File: src/rtl/core/ahp_pkg.sv
`default_nettype none
// ----------------------------------------------------------------------------
// ahp_pkg
// Types, codes and helpers shared by the ack header parser and its checker.
// ----------------------------------------------------------------------------
package ahp_pkg;

    typedef enum logic [1:0] {
        STATUS_OK          = 2'd0,
        STATUS_TOO_SHORT   = 2'd1,
        STATUS_NOT_REGULAR = 2'd2
    } ahp_status_t;

    typedef enum logic {
        PHASE_IDLE    = 1'b0,
        PHASE_COLLECT = 1'b1
    } ahp_phase_t;

    localparam logic [3:0]  MIN_HDR_RESET    = 4'd3;
    localparam logic [15:0] FULL_ACK_MIN_LEN = 16'd5;
    localparam logic [31:0] MASK_ALL_ONES    = 32'hFFFF_FFFF;
    localparam logic [3:0]  ACK_START_DELTA  = 4'd4;
    localparam logic [3:0]  ACK_START_FULL   = 4'd5;
    localparam logic [3:0]  HDR_BYTES_MIN    = 4'd4;
    localparam logic [3:0]  HDR_BYTES_MAX    = 4'd9;

    typedef struct packed {
        ahp_status_t status;
        logic [15:0] sequence_number;
        logic [15:0] ack_number;
        logic [31:0] ack_mask;
        logic [3:0]  header_bytes;
    } ahp_result_t;

    // Byte index at which the ack-bit bytes begin.
    function automatic logic [3:0] ack_bytes_start(input logic [7:0] prefix);
        return prefix[5] ? ACK_START_DELTA : ACK_START_FULL;
    endfunction

    // Total header length implied by the prefix byte.
    function automatic logic [3:0] full_header_len(input logic [7:0] prefix);
        return ack_bytes_start(prefix) + {3'b000, prefix[1]} + {3'b000, prefix[2]}
               + {3'b000, prefix[3]} + {3'b000, prefix[4]};
    endfunction

endpackage : ahp_pkg
`default_nettype wire

File: src/rtl/core/ack_header_parser.sv
`default_nettype none
// ----------------------------------------------------------------------------
// ack_header_parser
// Output: a result is pushed to the output buffer when the byte that ends the
// header (or the start byte that fails a check) is accepted; the parse logic
// is single-pass, taking one byte per cycle while the skid entry is empty.
// Reset: synchronous, active low; parser idle, minimum length back to 3.
// ----------------------------------------------------------------------------
module ack_header_parser (
    input  wire logic        aclk,
    input  wire logic        aresetn,
    input  wire logic        cfg_we,
    input  wire logic [3:0]  cfg_wdata,
    input  wire logic        s_valid,
    output logic             s_ready,
    input  wire logic [7:0]  s_byte_value,
    input  wire logic        s_start_of_packet,
    input  wire logic [15:0] s_packet_length,
    output logic             m_valid,
    input  wire logic        m_ready,
    output logic [1:0]       m_status,
    output logic [15:0]      m_sequence_number,
    output logic [15:0]      m_ack_number,
    output logic [31:0]      m_ack_mask,
    output logic [3:0]       m_header_bytes
);
    import ahp_pkg::*;

    logic [3:0]  min_hdr_reg;
    ahp_phase_t  phase_reg,    phase_next;
    logic [3:0]  taken_reg,    taken_next;
    logic [7:0]  prefix_reg,   prefix_next;
    logic [15:0] seq_reg,      seq_next;
    logic [15:0] ack_reg,      ack_next;
    logic [31:0] mask_reg,     mask_next;

    logic        accept;
    logic        emit;
    ahp_result_t result;
    ahp_result_t out_data;
    ahp_status_t chk_status;
    logic [3:0]  lane_idx;
    logic [3:0]  lanes_seen;

    assign accept = s_valid && s_ready;

    always_ff @(posedge aclk) begin
        if (!aresetn) begin
            min_hdr_reg <= MIN_HDR_RESET;
        end else if (cfg_we) begin
            min_hdr_reg <= cfg_wdata;
        end
    end

    always_ff @(posedge aclk) begin
        if (!aresetn) begin
            phase_reg  <= PHASE_IDLE;
            taken_reg  <= '0;
            prefix_reg <= '0;
            seq_reg    <= '0;
            ack_reg    <= '0;
            mask_reg   <= MASK_ALL_ONES;
        end else if (accept) begin
            phase_reg  <= phase_next;
            taken_reg  <= taken_next;
            prefix_reg <= prefix_next;
            seq_reg    <= seq_next;
            ack_reg    <= ack_next;
            mask_reg   <= mask_next;
        end
    end

    always_comb begin
        phase_next  = phase_reg;
        taken_next  = taken_reg;
        prefix_next = prefix_reg;
        seq_next    = seq_reg;
        ack_next    = ack_reg;
        mask_next   = mask_reg;
        emit        = 1'b0;
        chk_status  = STATUS_OK;
        lane_idx    = taken_reg - ack_bytes_start(prefix_reg);
        lanes_seen  = '0;
        result      = '{status: STATUS_OK, sequence_number: '0, ack_number: '0,
                        ack_mask: '0, header_bytes: '0};

        if (s_start_of_packet) begin
            prefix_next = s_byte_value;
            taken_next  = 4'd1;
            seq_next    = '0;
            ack_next    = '0;
            mask_next   = MASK_ALL_ONES;
            if (s_packet_length < {12'd0, min_hdr_reg}) begin
                chk_status = STATUS_TOO_SHORT;
            end else if (s_byte_value[0]) begin
                chk_status = STATUS_NOT_REGULAR;
            end else if (!s_byte_value[5] && s_packet_length < FULL_ACK_MIN_LEN) begin
                chk_status = STATUS_TOO_SHORT;
            end else if (s_packet_length < {12'd0, full_header_len(s_byte_value)}) begin
                chk_status = STATUS_TOO_SHORT;
            end
            if (chk_status != STATUS_OK) begin
                phase_next    = PHASE_IDLE;
                emit          = 1'b1;
                result.status = chk_status;
            end else begin
                phase_next = PHASE_COLLECT;
            end
        end else if (phase_reg == PHASE_COLLECT) begin
            if (taken_reg == 4'd1) begin
                seq_next[7:0] = s_byte_value;
            end else if (taken_reg == 4'd2) begin
                seq_next[15:8] = s_byte_value;
            end else if (taken_reg == 4'd3 && prefix_reg[5]) begin
                ack_next = seq_reg - {8'd0, s_byte_value};
            end else if (taken_reg == 4'd3) begin
                ack_next[7:0] = s_byte_value;
            end else if (taken_reg == 4'd4 && !prefix_reg[5]) begin
                ack_next[15:8] = s_byte_value;
            end else begin
                for (int lane = 0; lane < 4; lane++) begin
                    if (prefix_reg[lane + 1]) begin
                        if (lanes_seen == lane_idx) begin
                            mask_next[lane*8 +: 8] = s_byte_value;
                        end
                        lanes_seen = lanes_seen + 4'd1;
                    end
                end
            end
            taken_next = taken_reg + 4'd1;
            if (taken_next >= full_header_len(prefix_reg)) begin
                phase_next = PHASE_IDLE;
                emit       = 1'b1;
                result     = '{status: STATUS_OK, sequence_number: seq_next,
                               ack_number: ack_next, ack_mask: mask_next,
                               header_bytes: taken_next};
            end
        end
    end

    ahp_out_buf u_out_buf (
        .aclk      (aclk),
        .aresetn   (aresetn),
        .push      (accept && emit),
        .push_data (result),
        .can_push  (s_ready),
        .out_valid (m_valid),
        .out_ready (m_ready),
        .out_data  (out_data)
    );

    assign m_status          = out_data.status;
    assign m_sequence_number = out_data.sequence_number;
    assign m_ack_number      = out_data.ack_number;
    assign m_ack_mask        = out_data.ack_mask;
    assign m_header_bytes    = out_data.header_bytes;

endmodule : ack_header_parser
`default_nettype wire

File: src/rtl/core/ahp_out_buf.sv
`default_nettype none
// ----------------------------------------------------------------------------
// ahp_out_buf
// Result register with one skid entry; the input side stays open while a
// single result waits for the consumer.
// ----------------------------------------------------------------------------
module ahp_out_buf (
    input  wire logic                aclk,
    input  wire logic                aresetn,
    input  wire logic                push,
    input  wire ahp_pkg::ahp_result_t push_data,
    output logic                     can_push,
    output logic                     out_valid,
    input  wire logic                out_ready,
    output ahp_pkg::ahp_result_t     out_data
);
    import ahp_pkg::*;

    logic        out_valid_reg;
    ahp_result_t out_data_reg;
    logic        skid_valid_reg;
    ahp_result_t skid_data_reg;

    always_ff @(posedge aclk) begin
        if (!aresetn) begin
            out_valid_reg  <= 1'b0;
            skid_valid_reg <= 1'b0;
        end else if (!out_valid_reg || out_ready) begin
            out_valid_reg  <= skid_valid_reg || push;
            skid_valid_reg <= 1'b0;
        end else if (push) begin
            skid_valid_reg <= 1'b1;
        end
    end

    always_ff @(posedge aclk) begin
        if (!out_valid_reg || out_ready) begin
            out_data_reg <= skid_valid_reg ? skid_data_reg : push_data;
        end else if (push) begin
            skid_data_reg <= push_data;
        end
    end

    assign can_push  = !skid_valid_reg;
    assign out_valid = out_valid_reg;
    assign out_data  = out_data_reg;

endmodule : ahp_out_buf
`default_nettype wire

File: config.mk
export PLATFORM = sky130hd
export DESIGN_NAME = ack_header_parser
export DESIGN_NICKNAME = d
export VERILOG_FILES = /design/src/rtl/core/ahp_pkg.sv /design/src/rtl/core/ack_header_parser.sv /design/src/rtl/core/ahp_out_buf.sv
export SDC_FILE = /design/constraint.sdc
export NUM_CORES = 1
export LEC_CHECK = 0
export BUFFER_PORTS_ARGS = -buffer_cell sky130_fd_sc_hd__buf_2
export CAP_MARGIN = 10
export CORE_ASPECT_RATIO = 2
export CORE_UTILIZATION = 64
export DETAILED_ROUTE_END_ITERATION = 10
export PLACE_DENSITY = 0.9
export REMOVE_ABC_BUFFERS = 1
export SETUP_SLACK_MARGIN = 0.3
export SLEW_MARGIN = 20
export SYNTH_ARGS = -nofsm -noshare
export SYNTH_HDL_FRONTEND = slang
export SYNTH_SLANG_ARGS = --single-unit
File: constraint.sdc
create_clock -name aclk -period 15.65 [get_ports aclk]
set_input_delay 4.695 -clock aclk [delete_from_list [all_inputs] [get_ports aclk]]
set_output_delay 4.695 -clock aclk [all_outputs]
set_load 0.005 [all_outputs]
; ---- Word-level counts from Yosys, hierarchy flattened
; Cells that the tools add are included.
[totals]
in_bits = 34
elab_cells = 138
mem_bits_ro = 0
latchBits = 0
ram_bits = 0
ff_bits = 221
n_memories = 0
[classes]
div = 0
bitwise_logic = 2
eq_ne = 7
n_mul = 0
muxes = 75
order_cmp = 4
add_sub_neg = 13
n_reduce_logical = 18
shifts = 0
[op_table]
columns = op, count
row1 = $mux 32, 7
row2 = $mux 70, 2
row3 = $mux 68, 2
row4 = $mux 16, 7
row5 = $mux 8, 14
row6 = $mux 4, 25
row7 = $lt 16x4->1, 2
row8 = $add 4x1->4, 6
row9 = $lt 16x3->1 const B, 1
row10 = $sub 16x8->16, 1
row11 = $mux 1, 13
row12 = $add 4x1->4 const B, 3
row13 = $eq 4x4->1, 3
row14 = $mux 2, 5
row15 = $add 3x1->4, 2
row16 = $eq 4x2->1 const B, 2
row17 = $reduce_and 2->1, 3
row18 = $logic_and 1x1->1, 5
row19 = $eq 4x1->1 const B, 1
row20 = $eq 4x3->1 const B, 1
row21 = $ge 4x4->1, 1
row22 = $logic_not 1->1, 4
row23 = $logic_not 4->1, 1
row24 = $reduce_bool 2->1, 2
row25 = other kinds (4), 6

; ---- Logic depth before layout (Yosys ltp)
[logic_depth]
depth_word = 39
ltp_mapped = 13
mapped_depth_nobuf = 13

; ---- By module
; A second synthesis with hierarchy kept.
[unflattened]
hier_cells = 951
hier_area_um2 = 11104.4
[by_module_without_submodules]
columns = module, cells_per_inst, area_per_inst_um2, instances
row1 = ack_header_parser, 724, 5621.6, 1
row2 = ahp_out_buf, 227, 5482.8, 1

; ---- Least setup slack after synthesis
; Ideal clock, no wire load.
[synth_path]
path_type = input to register
from = in s_byte_value[1]
to = reg u_out_buf.skid_data_reg[0] in the netlist's numbering (enable)
required_ps = 15065
cell_stages = 12
t_arrival_ps = 11524
path_buffers = 0
setup_slack_ps = 3541
path_cell_list = inv_1 -> fa_1 -> fa_1 -> inv_1 -> ha_1 -> inv_1 -> ha_1 -> o21a_1 -> o21ai_0 -> a21oi_1 -> o2111a_1 -> nor3_1
[synth_via]
elab_chain_cells = 15
[synth_rtl]
columns = item, line
row1 = from (decl), ack_header_parser.sv:16  ; input wire logic [7:0] s_byte_value,
row2 = $add 3x1->4, ahp_pkg.sv:42  ; return ack_bytes_start(prefix) + {3'b000, prefix[1]} + {3'b000, prefix[2]}
row3 = $add 4x1->4, ahp_pkg.sv:42
row4 = $add 4x1->4 (2 in series), ahp_pkg.sv:43  ; + {3'b000, prefix[3]} + {3'b000, prefix[4]};
row5 = $lt 16x4->1, ack_header_parser.sv:99  ; end else if (s_packet_length < {12'd0, full_header_len(s_byte_value)}) begin
row6 = $mux 1, ack_header_parser.sv:99
row7 = $mux 1, ack_header_parser.sv:97  ; end else if (!s_byte_value[5] && s_packet_length < FULL_ACK_MIN_LEN) begin
row8 = $mux 2, ack_header_parser.sv:95  ; end else if (s_byte_value[0]) begin
row9 = $mux 2, ack_header_parser.sv:93  ; if (s_packet_length < {12'd0, min_hdr_reg}) begin
row10 = $mux 2, ack_header_parser.sv:87  ; if (s_start_of_packet) begin
row11 = $reduce_bool 2->1, ack_header_parser.sv:102  ; if (chk_status != STATUS_OK) begin
row12 = $mux 1, ack_header_parser.sv:102
row13 = $mux 1, ack_header_parser.sv:87
row14 = $logic_and 1x1->1, ack_header_parser.sv:144  ; .push (accept && emit),
row15 = $reduce_and 2->1 (no source line), --
row16 = to (signal assigned), ahp_out_buf.sv:40  ; skid_data_reg <= push_data;
row17 = to (decl), ahp_out_buf.sv:22  ; ahp_result_t skid_data_reg;
; Every way passes these cells. The select of a mux whose other input is x is not followed.
; A chain may end at the register's enable or synchronous reset.

; ---- Final worst setup path
[layout_path]
from = in s_byte_value[1]
to = reg u_out_buf.skid_data_reg[58] in the netlist's numbering (enable)
; The elaborated chain is that of the path after synthesis.

==> qor.yml <==
worstHoldStart: "ack_reg[14]"
antenna_found_initial: 0
irDropWorstVdd_mv: 0.117
worstPathRequired_ns: 15.77
antenna_left: 0
post_synth_num_cell_types: 65
grt_use_total_pct: 35.1
grt_use_met3_pct: 5.13
tightest_slew_ns: 1.04
fin_crit_sh_pct: 52.7
drv_slew: 0
rows: 66
cts_root_buffer: "clkbuf_16"
grt.overflow.total: 0
num_antenna_cells: 0
dr.pass1.iters: 5
viasPerCell: 6.51
cp_slowest_cell: "buf_4"
rsz0062_at_grt: "no"
cp-end-kind: "flop"
cp-start-kind: "input pin"
avgRoutedWirePerCell_um: 22.7
swShare_pct: 23.4
grt_pass1_vias: 8536
die_area_mm2: 0.0173
cts_sinks: 220
ys_seq_area_share_pct: 54.3
postCtsSetupBuffers: 0
fin_crit_ns: 8.26
grt_pass1_wl_mm: 45.8
setup_tns_ns: 0
synth_edf_count: 140
clockPowerShare_pct: 40.0
dp_hpwl_mm: 19.9
htreeDepth: 1
cts_resized: 0
cp.arrival_ns: 8.38
synthArstFlopShare_pct: 0
cts_tree: "built"
start_util_pct: 65.7
hold_depth: 2
dr.first_iter.drc_count: 667
internal-power_uw: 914
max_stage_delay_ns: 0.76
grt_max_degree: 88
hold_class: "reg -> reg"
status: "completed"
ys_ff_latch: 220
numCtsBuffers: 19
use_met2_pct: 61.2
nNetsFinal: 1157
layout-drive-gt1-share_pct: 16.4
route.detailed.drc: 0
whs_ns: 0.465
seqPwrFrac_pct: 52.9
synthFlopType: "edfxtp_1"
skew_ns: 0.0140
maxCapViolCount: 0
clk-insertion-delay-late_ns: 0.51
gp_congestion: 0.959
grt-busiest-layer: "met2"
ios: 106
port_buffers: 105
wl_mm: 29.7
crit_chain: "buf_2 > inv_1 > fa_1 > fa_1 > inv_1 > ha_1 > inv_1 > ha_1 > o21a_1 > o21ai_0 > a21oi_1 > o2111a_1 > nor3_2 > buf_4"
syn_area_per_cell_um2: 10.5
p_per_area_mw_per_mm2: 100
yosysWarnings: 0
areaGrowthSynthToFinish_pct: 11.7
die_w_um: 93.4
vias: 8506
timing.fmax_mhz: 121
setup_viol: 0
r2r-start: "prefix_reg[5]"
p_comb_share_pct: 7.1
finalHoldViolCount: 0
fillCellCount: 1110
cts_max_path_buffers: 3
grt_util_met1_pct: 38.6
syn_area_mm2: 0.0107
path_common_cell: "inv_1"
criticalPathCategory: "in -> reg"
p_switching_uw: 280
netlist_instances: 1020
path_max_fanout: 70
reg2reg_depth: 10
crit_start: "s_byte_value[1]"
slew_headroom_pct: 30.2
die-height_um: 185
power_leakage_nw: 4.55
coreArea_mm2: 0.0163
holdBufCountCts: 0
clk_pin_slew_ns: 0.07
-- cell type report --
| class | instances | area [µm²] | area share, % |
|---|---|---|---|
| clock buffer | 20 | 479 | 4.01 |
| sequential | 220 | 5810 | 48.6 |
| multi-input combinational | 704 | 4550 | 38.1 |
| clock inverter | 13 | 135 | 1.13 |
| timing repair buffer | 116 | 608 | 5.09 |
| inverter | 29 | 109 | 0.911 |
| tap | 204 | 255 | 2.14 |
-- worst max-delay path, delay by kind of cell --
| family | cells | cell delay, ns |
|---|---|---|
| AOI/OAI and AO/OA | 4 | 0.64 |
| adders and majority gates | 4 | 1.35 |
| and+or+nand+nor | 1 | 0.16 |
| buffers and inverters | 5 | 1.45 |
-- metal layers --
metal	share of wire (%)	vias up
met5	0	-
met4	7.7	0
met3	6.5	146
met2	51	438
met1	34	4065
li1	-	3857
-- synthesized netlist by cell type, drive strengths merged (6+ instances only) --
library cell	instances	area (µm²)
o211ai	7	52.6
inv	29	109
a211oi	7	52.6
xnor2	7	61.3
a31oi	6	37.5
and3	7	43.8
nand3	16	80.1
a22oi	19	143
ha	28	350
o21a	9	67.6
o22ai	9	56.3
nand2b	8	50.1
mux2i	53	531
mux2	15	169
o21ai	45	225
dfxtp	80	1600
a21oi	54	270
a21boi	14	105
nor3	14	70.1
nand2	144	541
nor2	88	330
o31ai	40	305
and2	13	81.3
nor2b	24	150
xor2	9	78.8
clkbuf	51	191
edfxtp	140	4200
buf	16	78.8
a221o	9	90.1
-- worst paths after layout --
kind	end	slack, ns
hold reg to reg	ack_reg[14]	0.47
hold / removal	ack_reg[14]	0.47
setup / recovery	u_out_buf.skid_data_reg[58]	7.39
setup reg to reg	u_out_buf.out_data[11]	11.29
-- through the flow --
step	setup WS (ns)	utilization [%]	cells	power [mW]	instance area [µm²]
2_1_floorplan	3.54	-	953	0.688	10400
3_3_place_gp	7.03	69.7	1273	0.724	11300
3_5_place_dp	6.94	69.7	1273	0.727	11300
4_1_cts	7.42	73.4	1306	1.20	11900
5_1_grt	7.28	73.4	1306	1.22	11900
6_report	7.39	73.4	1306	1.19	11900
-- placed cells by master (no fill, tap or decap), types with 19 or more instances in the layout --
| cell type | count |
|---|---|
| a21oi_1 | 54 |
| nor2b_1 | 24 |
| mux2i_1 | 53 |
| clkbuf_16 | 19 |
| dfxtp_1 | 79 |
| o31ai_1 | 39 |
| ha_1 | 28 |
| inv_1 | 28 |
| nand2_1 | 143 |
| a22oi_1 | 19 |
| edfxtp_1 | 140 |
| o21ai_0 | 38 |
| buf_2 | 105 |
| nor2_1 | 88 |
-- kinds of logic after synthesis --
logic type,synth area share [%]
AOI/OAI and AO/OA,15.9
buffers and inverters,3.55
xor gates and xnor gates,1.31
DFF,54.3
and+or+nand+nor,14.2
muxes,6.54
adders and majority gates,4.21
-- power by group through the flow --
| stage | Combinational, mW | Sequential (mW) | Clock (mW) |
|---|---|---|---|
| after floorplan | 0.0440 | 0.644 | 0 |
| after global placement | 0.0804 | 0.643 | 0 |
| after detailed placement | 0.0831 | 0.644 | 0 |
| after CTS | 0.0841 | 0.631 | 0.480 |
| after global routing | 0.0926 | 0.632 | 0.499 |
| final | 0.0853 | 0.631 | 0.478 |
Power figures use the tool's default switching activity.
